$ cat src/rtl/core/lhrr_pkg.sv
// Shared widths, constants and types for the level history rise-rate unit.
// No dependencies; every other file of the block imports this package.
`timescale 1ns / 1ps

package lhrr_pkg;

  localparam int DIST_W     = 14;
  localparam int TIME_W     = 32;
  localparam int IVAL_W     = 17;
  localparam int RATE_W     = 25;

  // mag * 960 stays below 2**24 for a 14-bit magnitude.
  localparam int DIVIDEND_W = 24;
  localparam int ELAPSED_W  = 32;
  localparam int STEP_W     = $clog2(DIVIDEND_W);

  // 960 = 2**10 - 2**6, so the scaling is one subtract of two shifts.
  localparam int MUL_SH_HI  = 10;
  localparam int MUL_SH_LO  = 6;

  localparam int                HISTORY_DEPTH_DEF   = 8;
  localparam logic [IVAL_W-1:0] SAMPLE_INTERVAL_RST = IVAL_W'(300);

  typedef enum logic [4:0] {
    ST_IDLE = 5'b00001,
    ST_READ = 5'b00010,
    ST_LOAD = 5'b00100,
    ST_DIV  = 5'b01000,
    ST_DONE = 5'b10000
  } state_t;

  typedef struct packed {
    logic              wr;
    logic              clear;
    logic [DIST_W-1:0] distance;
    logic [TIME_W-1:0] stamp;
  } hist_wr_t;

  typedef struct packed {
    logic                  done;
    logic [DIVIDEND_W-1:0] quotient;
  } div_stat_t;

endpackage

$ cat src/rtl/core/lhrr_if.sv
// Valid/ready channel interfaces for samples, results and the interval register.
// Depends on lhrr_pkg for the field widths.
`timescale 1ns / 1ps

interface lhrr_in_if;
  import lhrr_pkg::*;
  logic              valid;
  logic              ready;
  logic [DIST_W-1:0] distance_mm;
  logic [TIME_W-1:0] sample_time_sec;

  modport source (output valid, distance_mm, sample_time_sec, input ready);
  modport sink   (input valid, distance_mm, sample_time_sec, output ready);
endinterface

interface lhrr_out_if;
  import lhrr_pkg::*;
  logic                     valid;
  logic                     ready;
  logic signed [RATE_W-1:0] rise_rate_q4;
  logic                     enough_history;
  logic                     used_nominal_timing;

  modport source (output valid, rise_rate_q4, enough_history, used_nominal_timing,
                  input ready);
  modport sink   (input valid, rise_rate_q4, enough_history, used_nominal_timing,
                  output ready);
endinterface

interface lhrr_cfg_if;
  import lhrr_pkg::*;
  logic              valid;
  logic              ready;
  logic [IVAL_W-1:0] interval_sec;

  modport source (output valid, interval_sec, input ready);
  modport sink   (input valid, interval_sec, output ready);
endinterface

$ cat src/rtl/core/level_history_rise_rate_unit.sv
// Top level of the level history rise-rate unit: sequencer, registers, output stage.
// Depends on lhrr_pkg, lhrr_if, lhrr_history and lhrr_div.
`timescale 1ns / 1ps

// Each accepted sample is stored in a ring of the last HISTORY_DEPTH samples
// (emptied first when the interval register differs from the one latched at
// the previous sample) and yields one result: the rise rate from the oldest to
// the newest stored sample in mm per minute with 4 fraction bits, truncated
// toward zero. A sample with at least two stored samples and a nonzero window
// passes through the read, load, divide and done states, the divide state running
// the 24-step serial divider; otherwise the divide state is skipped.
// The next sample is accepted once the result is loaded, even while that
// result still waits in the output register.
module level_history_rise_rate_unit #(
  parameter int HISTORY_DEPTH = lhrr_pkg::HISTORY_DEPTH_DEF
) (
  input  logic       clk,
  input  logic       rst_n,
  lhrr_in_if.sink    in_chan,
  lhrr_out_if.source out_chan,
  lhrr_cfg_if.sink   cfg_chan
);
  import lhrr_pkg::*;

  localparam int CW = $clog2(HISTORY_DEPTH + 1);

  state_t                state_r, state_nxt;
  logic [IVAL_W-1:0]     cfg_r, latched_r;
  logic [DIST_W-1:0]     d_new_r;
  logic [TIME_W-1:0]     t_new_r;
  logic [ELAPSED_W-1:0]  nom_r;
  logic [CW+IVAL_W-1:0]  nom_prod;
  logic [CW-1:0]         hist_count;
  logic [DIST_W-1:0]     d_old;
  logic [TIME_W-1:0]     t_old;
  hist_wr_t              wr_req;
  div_stat_t             div_stat;
  logic                  in_fire, div_start;
  logic                  use_stamp, falling;
  logic [ELAPSED_W-1:0]  elapsed;
  logic [DIST_W-1:0]     mag;
  logic [DIVIDEND_W-1:0] dividend;
  logic                  falling_r, enough_r, nominal_r;
  logic [DIVIDEND_W-1:0] q_r;
  logic [RATE_W-1:0]     q_ext, rate;
  logic                  load_out;
  logic                  out_valid_r, out_enough_r, out_nom_r;
  logic [RATE_W-1:0]     out_rate_r;

  assign in_chan.ready  = (state_r == ST_IDLE);
  assign in_fire        = in_chan.valid && in_chan.ready;
  assign cfg_chan.ready = 1'b1;

  always_ff @(posedge clk) begin
    if (!rst_n) begin
      cfg_r     <= SAMPLE_INTERVAL_RST;
      latched_r <= '0;
    end else begin
      if (cfg_chan.valid) begin
        cfg_r <= cfg_chan.interval_sec;
      end
      if (in_fire) begin
        latched_r <= cfg_r;
      end
    end
  end

  always_comb begin
    wr_req.wr       = in_fire;
    wr_req.clear    = (latched_r != cfg_r);
    wr_req.distance = in_chan.distance_mm;
    wr_req.stamp    = in_chan.sample_time_sec;
  end

  lhrr_history #(
    .DEPTH (HISTORY_DEPTH),
    .CW    (CW)
  ) u_history (
    .clk      (clk),
    .rst_n    (rst_n),
    .wr_req   (wr_req),
    .rd_en    (state_r == ST_READ),
    .count    (hist_count),
    .rd_dist  (d_old),
    .rd_stamp (t_old)
  );

  assign nom_prod = (hist_count - CW'(1)) * latched_r;

  // The newest sample is kept from the input transaction; only the oldest is read back.
  always_comb begin
    use_stamp = (t_old != '0) && (t_new_r > t_old);
    elapsed   = use_stamp ? ELAPSED_W'(t_new_r - t_old) : nom_r;
    falling   = d_new_r > d_old;
    mag       = falling ? d_new_r - d_old : d_old - d_new_r;
    dividend  = (DIVIDEND_W'(mag) << MUL_SH_HI) - (DIVIDEND_W'(mag) << MUL_SH_LO);
  end

  assign div_start = (state_r == ST_LOAD) && (hist_count >= CW'(2)) && (elapsed != '0);

  lhrr_div u_div (
    .clk      (clk),
    .rst_n    (rst_n),
    .start    (div_start),
    .dividend (dividend),
    .divisor  (elapsed),
    .stat     (div_stat)
  );

  assign load_out = (state_r == ST_DONE) && (!out_valid_r || out_chan.ready);

  always_comb begin
    state_nxt = state_r;
    case (state_r)
      ST_IDLE: if (in_fire) state_nxt = ST_READ;
      ST_READ: state_nxt = ST_LOAD;
      ST_LOAD: state_nxt = div_start ? ST_DIV : ST_DONE;
      ST_DIV:  if (div_stat.done) state_nxt = ST_DONE;
      ST_DONE: if (load_out) state_nxt = ST_IDLE;
      default: state_nxt = ST_IDLE;
    endcase
  end

  always_ff @(posedge clk) begin
    if (!rst_n) begin
      state_r <= ST_IDLE;
    end else begin
      state_r <= state_nxt;
    end
  end

  always_ff @(posedge clk) begin
    if (in_fire) begin
      d_new_r <= in_chan.distance_mm;
      t_new_r <= in_chan.sample_time_sec;
    end
    if (state_r == ST_READ) begin
      nom_r <= ELAPSED_W'(nom_prod);
    end
    if (state_r == ST_LOAD) begin
      enough_r  <= (hist_count >= CW'(2));
      nominal_r <= (hist_count >= CW'(2)) && !use_stamp;
      falling_r <= falling;
      q_r       <= '0;
    end else if ((state_r == ST_DIV) && div_stat.done) begin
      q_r <= div_stat.quotient;
    end
  end

  always_comb begin
    q_ext = RATE_W'(q_r);
    rate  = falling_r ? (~q_ext + RATE_W'(1)) : q_ext;
  end

  always_ff @(posedge clk) begin
    if (!rst_n) begin
      out_valid_r <= 1'b0;
    end else if (load_out) begin
      out_valid_r <= 1'b1;
    end else if (out_chan.ready) begin
      out_valid_r <= 1'b0;
    end
  end

  always_ff @(posedge clk) begin
    if (load_out) begin
      out_rate_r   <= rate;
      out_enough_r <= enough_r;
      out_nom_r    <= nominal_r;
    end
  end

  assign out_chan.valid               = out_valid_r;
  assign out_chan.rise_rate_q4        = $signed(out_rate_r);
  assign out_chan.enough_history      = out_enough_r;
  assign out_chan.used_nominal_timing = out_nom_r;

  a_short_history_zero: assert property (@(posedge clk) disable iff (!rst_n)
    (load_out && !enough_r) |-> (rate == '0) && !nominal_r)
    else $error("result without enough history is not all zero");

  a_count_bound: assert property (@(posedge clk) disable iff (!rst_n)
    hist_count <= CW'(HISTORY_DEPTH))
    else $error("history count exceeds depth");

  a_accept_reads: assert property (@(posedge clk) disable iff (!rst_n)
    in_fire |=> (state_r == ST_READ))
    else $error("accepted sample did not start a history read");

  a_div_done_in_div: assert property (@(posedge clk) disable iff (!rst_n)
    div_stat.done |-> (state_r == ST_DIV))
    else $error("divider finished outside the divide state");

  a_result_from_done: assert property (@(posedge clk) disable iff (!rst_n)
    $rose(out_valid_r) |-> $past(state_r == ST_DONE))
    else $error("result shown without passing through the done state");

endmodule

$ cat src/rtl/core/lhrr_history.sv
// Ring buffer of distance/time samples with write pointer and fill count.
// Depends on lhrr_pkg; the oldest entry is read through a registered port.
`timescale 1ns / 1ps

module lhrr_history #(
  parameter int DEPTH = lhrr_pkg::HISTORY_DEPTH_DEF,
  parameter int CW    = $clog2(DEPTH + 1)
) (
  input  logic                      clk,
  input  logic                      rst_n,
  input  lhrr_pkg::hist_wr_t        wr_req,
  input  logic                      rd_en,
  output logic [CW-1:0]             count,
  output logic [lhrr_pkg::DIST_W-1:0] rd_dist,
  output logic [lhrr_pkg::TIME_W-1:0] rd_stamp
);
  import lhrr_pkg::*;

  localparam int PW = $clog2(DEPTH);
  localparam int EW = DIST_W + TIME_W;

  logic [EW-1:0] mem [DEPTH];
  logic [EW-1:0] rd_data_r;
  logic [PW-1:0] wp_r, wp_nxt, wp_base;
  logic [CW-1:0] cnt_r, cnt_nxt;
  logic [CW:0]   old_sum, old_idx;
  logic [PW-1:0] rd_addr;

  always_comb begin
    wp_base = wr_req.clear ? '0 : wp_r;
    wp_nxt  = (wp_base == PW'(DEPTH - 1)) ? '0 : wp_base + PW'(1);
    if (wr_req.clear) begin
      cnt_nxt = CW'(1);
    end else if (cnt_r == CW'(DEPTH)) begin
      cnt_nxt = cnt_r;
    end else begin
      cnt_nxt = cnt_r + CW'(1);
    end
  end

  // Oldest slot sits count entries behind the write pointer, modulo the depth.
  always_comb begin
    old_sum = (CW + 1)'(wp_r) + (CW + 1)'(DEPTH) - (CW + 1)'(cnt_r);
    old_idx = (old_sum >= (CW + 1)'(DEPTH)) ? old_sum - (CW + 1)'(DEPTH) : old_sum;
    rd_addr = old_idx[PW-1:0];
  end

  always_ff @(posedge clk) begin
    if (!rst_n) begin
      wp_r  <= '0;
      cnt_r <= '0;
    end else if (wr_req.wr) begin
      wp_r  <= wp_nxt;
      cnt_r <= cnt_nxt;
    end
  end

  always_ff @(posedge clk) begin
    if (wr_req.wr) begin
      mem[wp_base] <= {wr_req.distance, wr_req.stamp};
    end
    if (rd_en) begin
      rd_data_r <= mem[rd_addr];
    end
  end

  assign count    = cnt_r;
  assign rd_dist  = rd_data_r[EW-1:TIME_W];
  assign rd_stamp = rd_data_r[TIME_W-1:0];

endmodule

$ cat src/rtl/core/lhrr_div.sv
// Radix-2 restoring divider, one quotient bit per cycle.
// Depends on lhrr_pkg for operand widths and the status struct.
`timescale 1ns / 1ps

module lhrr_div (
  input  logic                            clk,
  input  logic                            rst_n,
  input  logic                            start,
  input  logic [lhrr_pkg::DIVIDEND_W-1:0] dividend,
  input  logic [lhrr_pkg::ELAPSED_W-1:0]  divisor,
  output lhrr_pkg::div_stat_t             stat
);
  import lhrr_pkg::*;

  logic                  busy_r, done_r;
  logic [STEP_W-1:0]     step_r;
  logic [ELAPSED_W-1:0]  rem_r, rem_nxt, dvs_r;
  logic [DIVIDEND_W-1:0] quo_r, quo_nxt;
  logic [ELAPSED_W:0]    trial, diff;
  logic                  ge;

  // quo_r shifts dividend bits out at the top and quotient bits in at the bottom.
  always_comb begin
    trial   = {rem_r, quo_r[DIVIDEND_W-1]};
    diff    = trial - {1'b0, dvs_r};
    ge      = trial >= {1'b0, dvs_r};
    rem_nxt = ge ? diff[ELAPSED_W-1:0] : trial[ELAPSED_W-1:0];
    quo_nxt = {quo_r[DIVIDEND_W-2:0], ge};
  end

  always_ff @(posedge clk) begin
    if (!rst_n) begin
      busy_r <= 1'b0;
      done_r <= 1'b0;
      step_r <= '0;
    end else begin
      done_r <= busy_r && (step_r == '0);
      if (start) begin
        busy_r <= 1'b1;
        step_r <= STEP_W'(DIVIDEND_W - 1);
      end else if (busy_r) begin
        if (step_r == '0) begin
          busy_r <= 1'b0;
        end else begin
          step_r <= step_r - STEP_W'(1);
        end
      end
    end
  end

  always_ff @(posedge clk) begin
    if (start) begin
      rem_r <= '0;
      quo_r <= dividend;
      dvs_r <= divisor;
    end else if (busy_r) begin
      rem_r <= rem_nxt;
      quo_r <= quo_nxt;
    end
  end

  assign stat.done     = done_r;
  assign stat.quotient = quo_r;

endmodule
$ cat src/flat_wrapper.sv
// flat-port wrapper written by rule: the top's interface ports become plain ports
module level_history_rise_rate_unit_flat import lhrr_pkg::*;
#(
  parameter int HISTORY_DEPTH = lhrr_pkg::HISTORY_DEPTH_DEF
)
  (clk, rst_n, in_chan_valid, in_chan_distance_mm, in_chan_sample_time_sec, in_chan_ready, out_chan_valid, out_chan_rise_rate_q4, out_chan_enough_history, out_chan_used_nominal_timing, out_chan_ready, cfg_chan_valid, cfg_chan_interval_sec, cfg_chan_ready);
  lhrr_in_if in_chan_i ();
  lhrr_out_if out_chan_i ();
  lhrr_cfg_if cfg_chan_i ();
  input  logic clk;
  input  logic rst_n;
  input wire logic [$bits(in_chan_i.valid)-1:0] in_chan_valid;
  input wire logic [$bits(in_chan_i.distance_mm)-1:0] in_chan_distance_mm;
  input wire logic [$bits(in_chan_i.sample_time_sec)-1:0] in_chan_sample_time_sec;
  output wire logic [$bits(in_chan_i.ready)-1:0] in_chan_ready;
  output wire logic [$bits(out_chan_i.valid)-1:0] out_chan_valid;
  output wire logic [$bits(out_chan_i.rise_rate_q4)-1:0] out_chan_rise_rate_q4;
  output wire logic [$bits(out_chan_i.enough_history)-1:0] out_chan_enough_history;
  output wire logic [$bits(out_chan_i.used_nominal_timing)-1:0] out_chan_used_nominal_timing;
  input wire logic [$bits(out_chan_i.ready)-1:0] out_chan_ready;
  input wire logic [$bits(cfg_chan_i.valid)-1:0] cfg_chan_valid;
  input wire logic [$bits(cfg_chan_i.interval_sec)-1:0] cfg_chan_interval_sec;
  output wire logic [$bits(cfg_chan_i.ready)-1:0] cfg_chan_ready;
  assign in_chan_i.valid = in_chan_valid;
  assign in_chan_i.distance_mm = in_chan_distance_mm;
  assign in_chan_i.sample_time_sec = in_chan_sample_time_sec;
  assign in_chan_ready = in_chan_i.ready;
  assign out_chan_valid = out_chan_i.valid;
  assign out_chan_rise_rate_q4 = out_chan_i.rise_rate_q4;
  assign out_chan_enough_history = out_chan_i.enough_history;
  assign out_chan_used_nominal_timing = out_chan_i.used_nominal_timing;
  assign out_chan_i.ready = out_chan_ready;
  assign cfg_chan_i.valid = cfg_chan_valid;
  assign cfg_chan_i.interval_sec = cfg_chan_interval_sec;
  assign cfg_chan_ready = cfg_chan_i.ready;
  level_history_rise_rate_unit #(.HISTORY_DEPTH(HISTORY_DEPTH)) u_core (.clk(clk), .rst_n(rst_n), .in_chan(in_chan_i), .out_chan(out_chan_i), .cfg_chan(cfg_chan_i));
endmodule
$ cat config.mk
export PLATFORM = sky130hd
export DESIGN_NAME = level_history_rise_rate_unit_flat
export DESIGN_NICKNAME = d
export VERILOG_FILES = /design/src/rtl/core/lhrr_pkg.sv /design/src/rtl/core/lhrr_if.sv /design/src/rtl/core/level_history_rise_rate_unit.sv /design/src/rtl/core/lhrr_history.sv /design/src/rtl/core/lhrr_div.sv /design/src/flat_wrapper.sv
export SDC_FILE = /design/constraint.sdc
export NUM_CORES = 1
export LEC_CHECK = 0
export BUFFER_PORTS_ARGS = -buffer_cell sky130_fd_sc_hd__buf_4
export CORE_ASPECT_RATIO = 0.75
export CORE_MARGIN = 5
export CORE_UTILIZATION = 34
export DETAILED_ROUTE_END_ITERATION = 7
export PLACE_DENSITY = 0.58
export SETUP_SLACK_MARGIN = 0.4
export SYNTH_ARGS = -nofsm -noshare
export SYNTH_HDL_FRONTEND = slang
export SYNTH_SLANG_ARGS = --single-unit
$ cat constraint.sdc
create_clock -name clk -period 8.8 [get_ports clk]
set_input_delay 1.32 -clock clk [delete_from_list [all_inputs] [get_ports clk]]
set_output_delay 1.32 -clock clk [all_outputs]
set_load 0.01 [all_outputs]
==> run metrics <==
status=finished clean; Startpoint Class=register; hold buffers post-CTS=0; Post-Synth XOR/XNOR Area=0.0385; Setup crit end kind=register; slew margin rel.=0.0937; DRT Wirelength=around 81 mm; Final WS setup=about 1.1 ns; Post-synth EDFFs=about 570; Vias=21.7k; post-CTS setup buffers=0; num rows=between 100 and 150; post_cts resized=0; total clock sinks=a little under 700; Avg Inst Size Synth=about 13 um2; Sw Ratio=0.310; Critical Path RT=around 9.2 ns; Worst-Margin Slew=1.34 ns; Reg power frac=0.393; TritonCTS clock tree=built; Slew Limit Fails=0; post-synthesis compound-gate area fraction=0.0768; CORE AREA=approximately 100,000 um2; clock buffer depth=3; Crit Path Max Fanout=18; CTS buffer count=just over 70; reg2reg path depth=23; Initial Utilization=0.344; vias in the first global route=between 20k and 25k; Util after Layout=0.390; P_int=about 6.6 mW; main flop type after synthesis=edfxtp_1; fraction of layout cells with a size suffix above 1=0.143; RSZ-0062 raised after global routing=false; leakage power total=approximately 15 nW; clk_skew=around 0.045 ns; Crit path top cell by count=fa_1; post-route ant nets=0; largest net degree at the start of global routing=between 60 and 70; Area growth syn-to-layout=13.3%; RD Place Congestion=between 0.8 and 0.9; Mapped Area=roughly 36,000 um2; die height=291 um; Final Hold Violating Endpoints=0; HP Start=u_core.enough_r; Hold Path Class=register to register; port bufs=between 90 and 100; most frequent cells in the layout=edfxtp_1, inv_1, nand2_1, ha_1, a21oi_1; area leader, netlist=edfxtp_1; final hold slack=between 0.4 and 0.5 ns; commonest non-fill, non-tap cell in the layout=edfxtp_1; Worst-Skew Late Latency=~0.67 ns; Power Total=between 9 and 10 mW; Initial DRT Pass Iterations=8; pwr dens=about 240 nW/um2; I/O pin total=slightly below 100; Crit Path Class=register to register; Seq/Total Area, Yosys=0.539; initial antenna violation count=1; dpl ws=between 1 and 1.5 ns; Worst Hold Endpoint=u_core.out_chan.enough_history; Placement Cell Area=38,100 um2; critical path data arrival time=8.09 ns; max incr delay on CP=slightly above 0.8 ns; full die area=around 110,000 um2; Avg WL per Cell=18.4 um; Finished Cell Area=40,400 um2; Max Clock Freq=around 130 MHz; area share of fa/ha/maj cells after synthesis=0.120; share of the synthesized area in the top cell type=0.477; Net count, final=approximately 3.3k; mux share of post-synthesis cell area=0.0905; Inst Count DP=approximately 4.3k; total grt overflow=0; max_cap viols=0; critical path's slowest cell=fa_1; Die Wd=approximately 380 um; first-pass GRT wire length=~130 mm; flop-to-flop setup slack=around 1.1 ns; GRT Resource Usage Total=0.145; Mapped Cells=roughly 2.8k; crit share post-route=0.874; yosys warns=0; final setup violation count=0; worst vdd ir=around 0.00017 V; DR iter-0 viols=between 1.5k and 2k; CP cell instances=buf_4 > inv_1 > ha_1 > nor2b_1 > nor2b_1 > nand2_1 > fa_1 > inv_1 > fa_1 > inv_1 > fa_1 > fa_1 > fa_1 > fa_1 > inv_1 > ha_1 > or2_2 > o31a_1 > a31o_2 > a21o_1 > a21o_1 > a21oi_1 > xnor2_1; synthesized flop and latch total=677; reg-to-reg endpoint=u_core.nom_r[19]; Clk pwr share=0.319; ys async rst share=0; Hold Crit Depth=0; Psw=roughly 2.9 mW; DRC=0; DP Wirelength=54.1 mm; logic gate share of total power=0.288; largest family of logic cells by synthesized area=adder cells; Via density=roughly 4.9; simple-gate share of the synthesized area=0.0898; Synth Net Count=about 3.2k; main area contributors after synthesis=edfxtp_1, dfxtp_1, fa_1; final non-filler cell total=between 4k and 5k; CTS root buffer=clkbuf_16; Critical R2R Launch=u_core.u_history.count[0]; Yosys cell types=77; number of H-tree levels=3; Clock transition at path regs=0.06 ns; Setup TNS=0 ns; Final Critical Period=7.69 ns
## sequential cells by signal (all words and copies together), names as in the netlist, 3 cells and up
register and cells:
u_core.nom_r 21, u_core.u_history.rd_data_r 46, u_core.cfg_r 17, u_core.u_div.dvs_r 32, u_core.d_new_r 14, u_core.u_history.mem 368, u_core.q_r 24, u_core.state_r 5
u_core.t_new_r 32, u_core.latched_r 17, u_core.u_div.step_r 5, u_core.u_history.count 4, u_core.out_chan.rise_rate_q4 25, u_core.u_history.wp_r 3, u_core.u_div.rem_r 32, u_core.u_div.quo_r 24
## power groups by stage
| stage | logic, mW | clock network [mW] | registers [mW] |
|---|---|---|---|
| after floorplan | 2.10 | 0 | 3.78 |
| after global placement | 2.73 | 0 | 3.80 |
| after detailed placement | 2.74 | 0 | 3.81 |
| after CTS | 2.77 | 3.12 | 3.74 |
| after global routing | 3.09 | 3.27 | 3.74 |
| final | 2.74 | 3.04 | 3.74 |
## worst max-delay path: cells and delay by family, from the launching register on
| kind | cells | cell delay (ns) |
|---|---|---|
| adders and majority gates | 8 | 4.09 |
| and+or+nand+nor | 4 | 1.33 |
| AOI/OAI and AO/OA | 5 | 0.90 |
| buffers and inverters | 5 | 0.75 |
| DFF | 1 | 0.29 |
| xor gates and xnor gates | 1 | 0.09 |
## Yosys cell counts (11+ instances only)
cell / count
o21bai_1: 12
o21a_1: 12
nor2_1: 144
and3_1: 14
ha_1: 168
or3_1: 14
mux2i_1: 34
nand2_1: 251
dfxtp_1: 110
and2_1: 31
nor3_1: 28
o31ai_1: 13
a21oi_1: 156
fa_1: 109
clkbuf_1: 82
o21ai_0: 79
nand4_1: 21
a21o_1: 48
nor2b_1: 49
a211oi_1: 33
mux2_4: 14
mux4_2: 92
mux2_2: 54
nor4_1: 26
xnor2_1: 97
nand3_1: 36
xor2_1: 60
edfxtp_1: 567
inv_1: 315
a31oi_1: 14
o41ai_1: 11
nand2b_1: 19
## cell type report
cell class,instances,area [um2]
fill,9832,63300
sequential,677,19200
multi-input combinational,1739,14900
clock buffer,90,1900
inverter,317,1190
antenna,1,2.50
clock inverter,38,474
timing repair buffer,124,931
tap,1404,1760
## how the worst max path moves through the flow
| stage | from | endpoint | slack [ns] | cells after the start |
|---|---|---|---|---|
| 6_report | u_core.u_history.count[0] | u_core.nom_r[19] | 1.11 | 23 |
| 5_1_grt | u_core.u_history.count[0] | u_core.nom_r[19] | 0.66 | 23 |
| 4_1_cts | u_core.u_history.count[0] | u_core.nom_r[19] | 1.12 | 23 |
| 3_5_place_dp | u_core.u_history.count[0] | u_core.nom_r[19] | 1.12 | 23 |
| 3_3_place_gp | u_core.u_history.count[0] | u_core.nom_r[19] | 1.27 | 23 |
| 2_1_floorplan | u_core.u_history.count[0] | u_core.nom_r[19] | 1.58 | 24 |
## metal layers
| metal | global-route usage | part of all wire |
|---|---|---|
| met5 | 0 | 0 |
| met4 | 0.0324 | 0.018 |
| met3 | 0.0340 | 0.068 |
| met2 | 0.200 | 0.41 |
| met1 | 0.227 | 0.50 |
## logic make-up (layout without fill, tap and decap cells)
| kind of cell | after synthesis | count (layout) |
|---|---|---|
| compound gates | 435 | 435 |
| xor+xnor | 157 | 157 |
| fa+ha+maj | 278 | 278 |
| buf+inv | 419 | 569 |
| flops | 677 | 677 |
| mux | 194 | 194 |
| other cells | 1 | 2 |
| simple gates | 674 | 674 |
No activity file was read; power rests on OpenSTA's default activity.
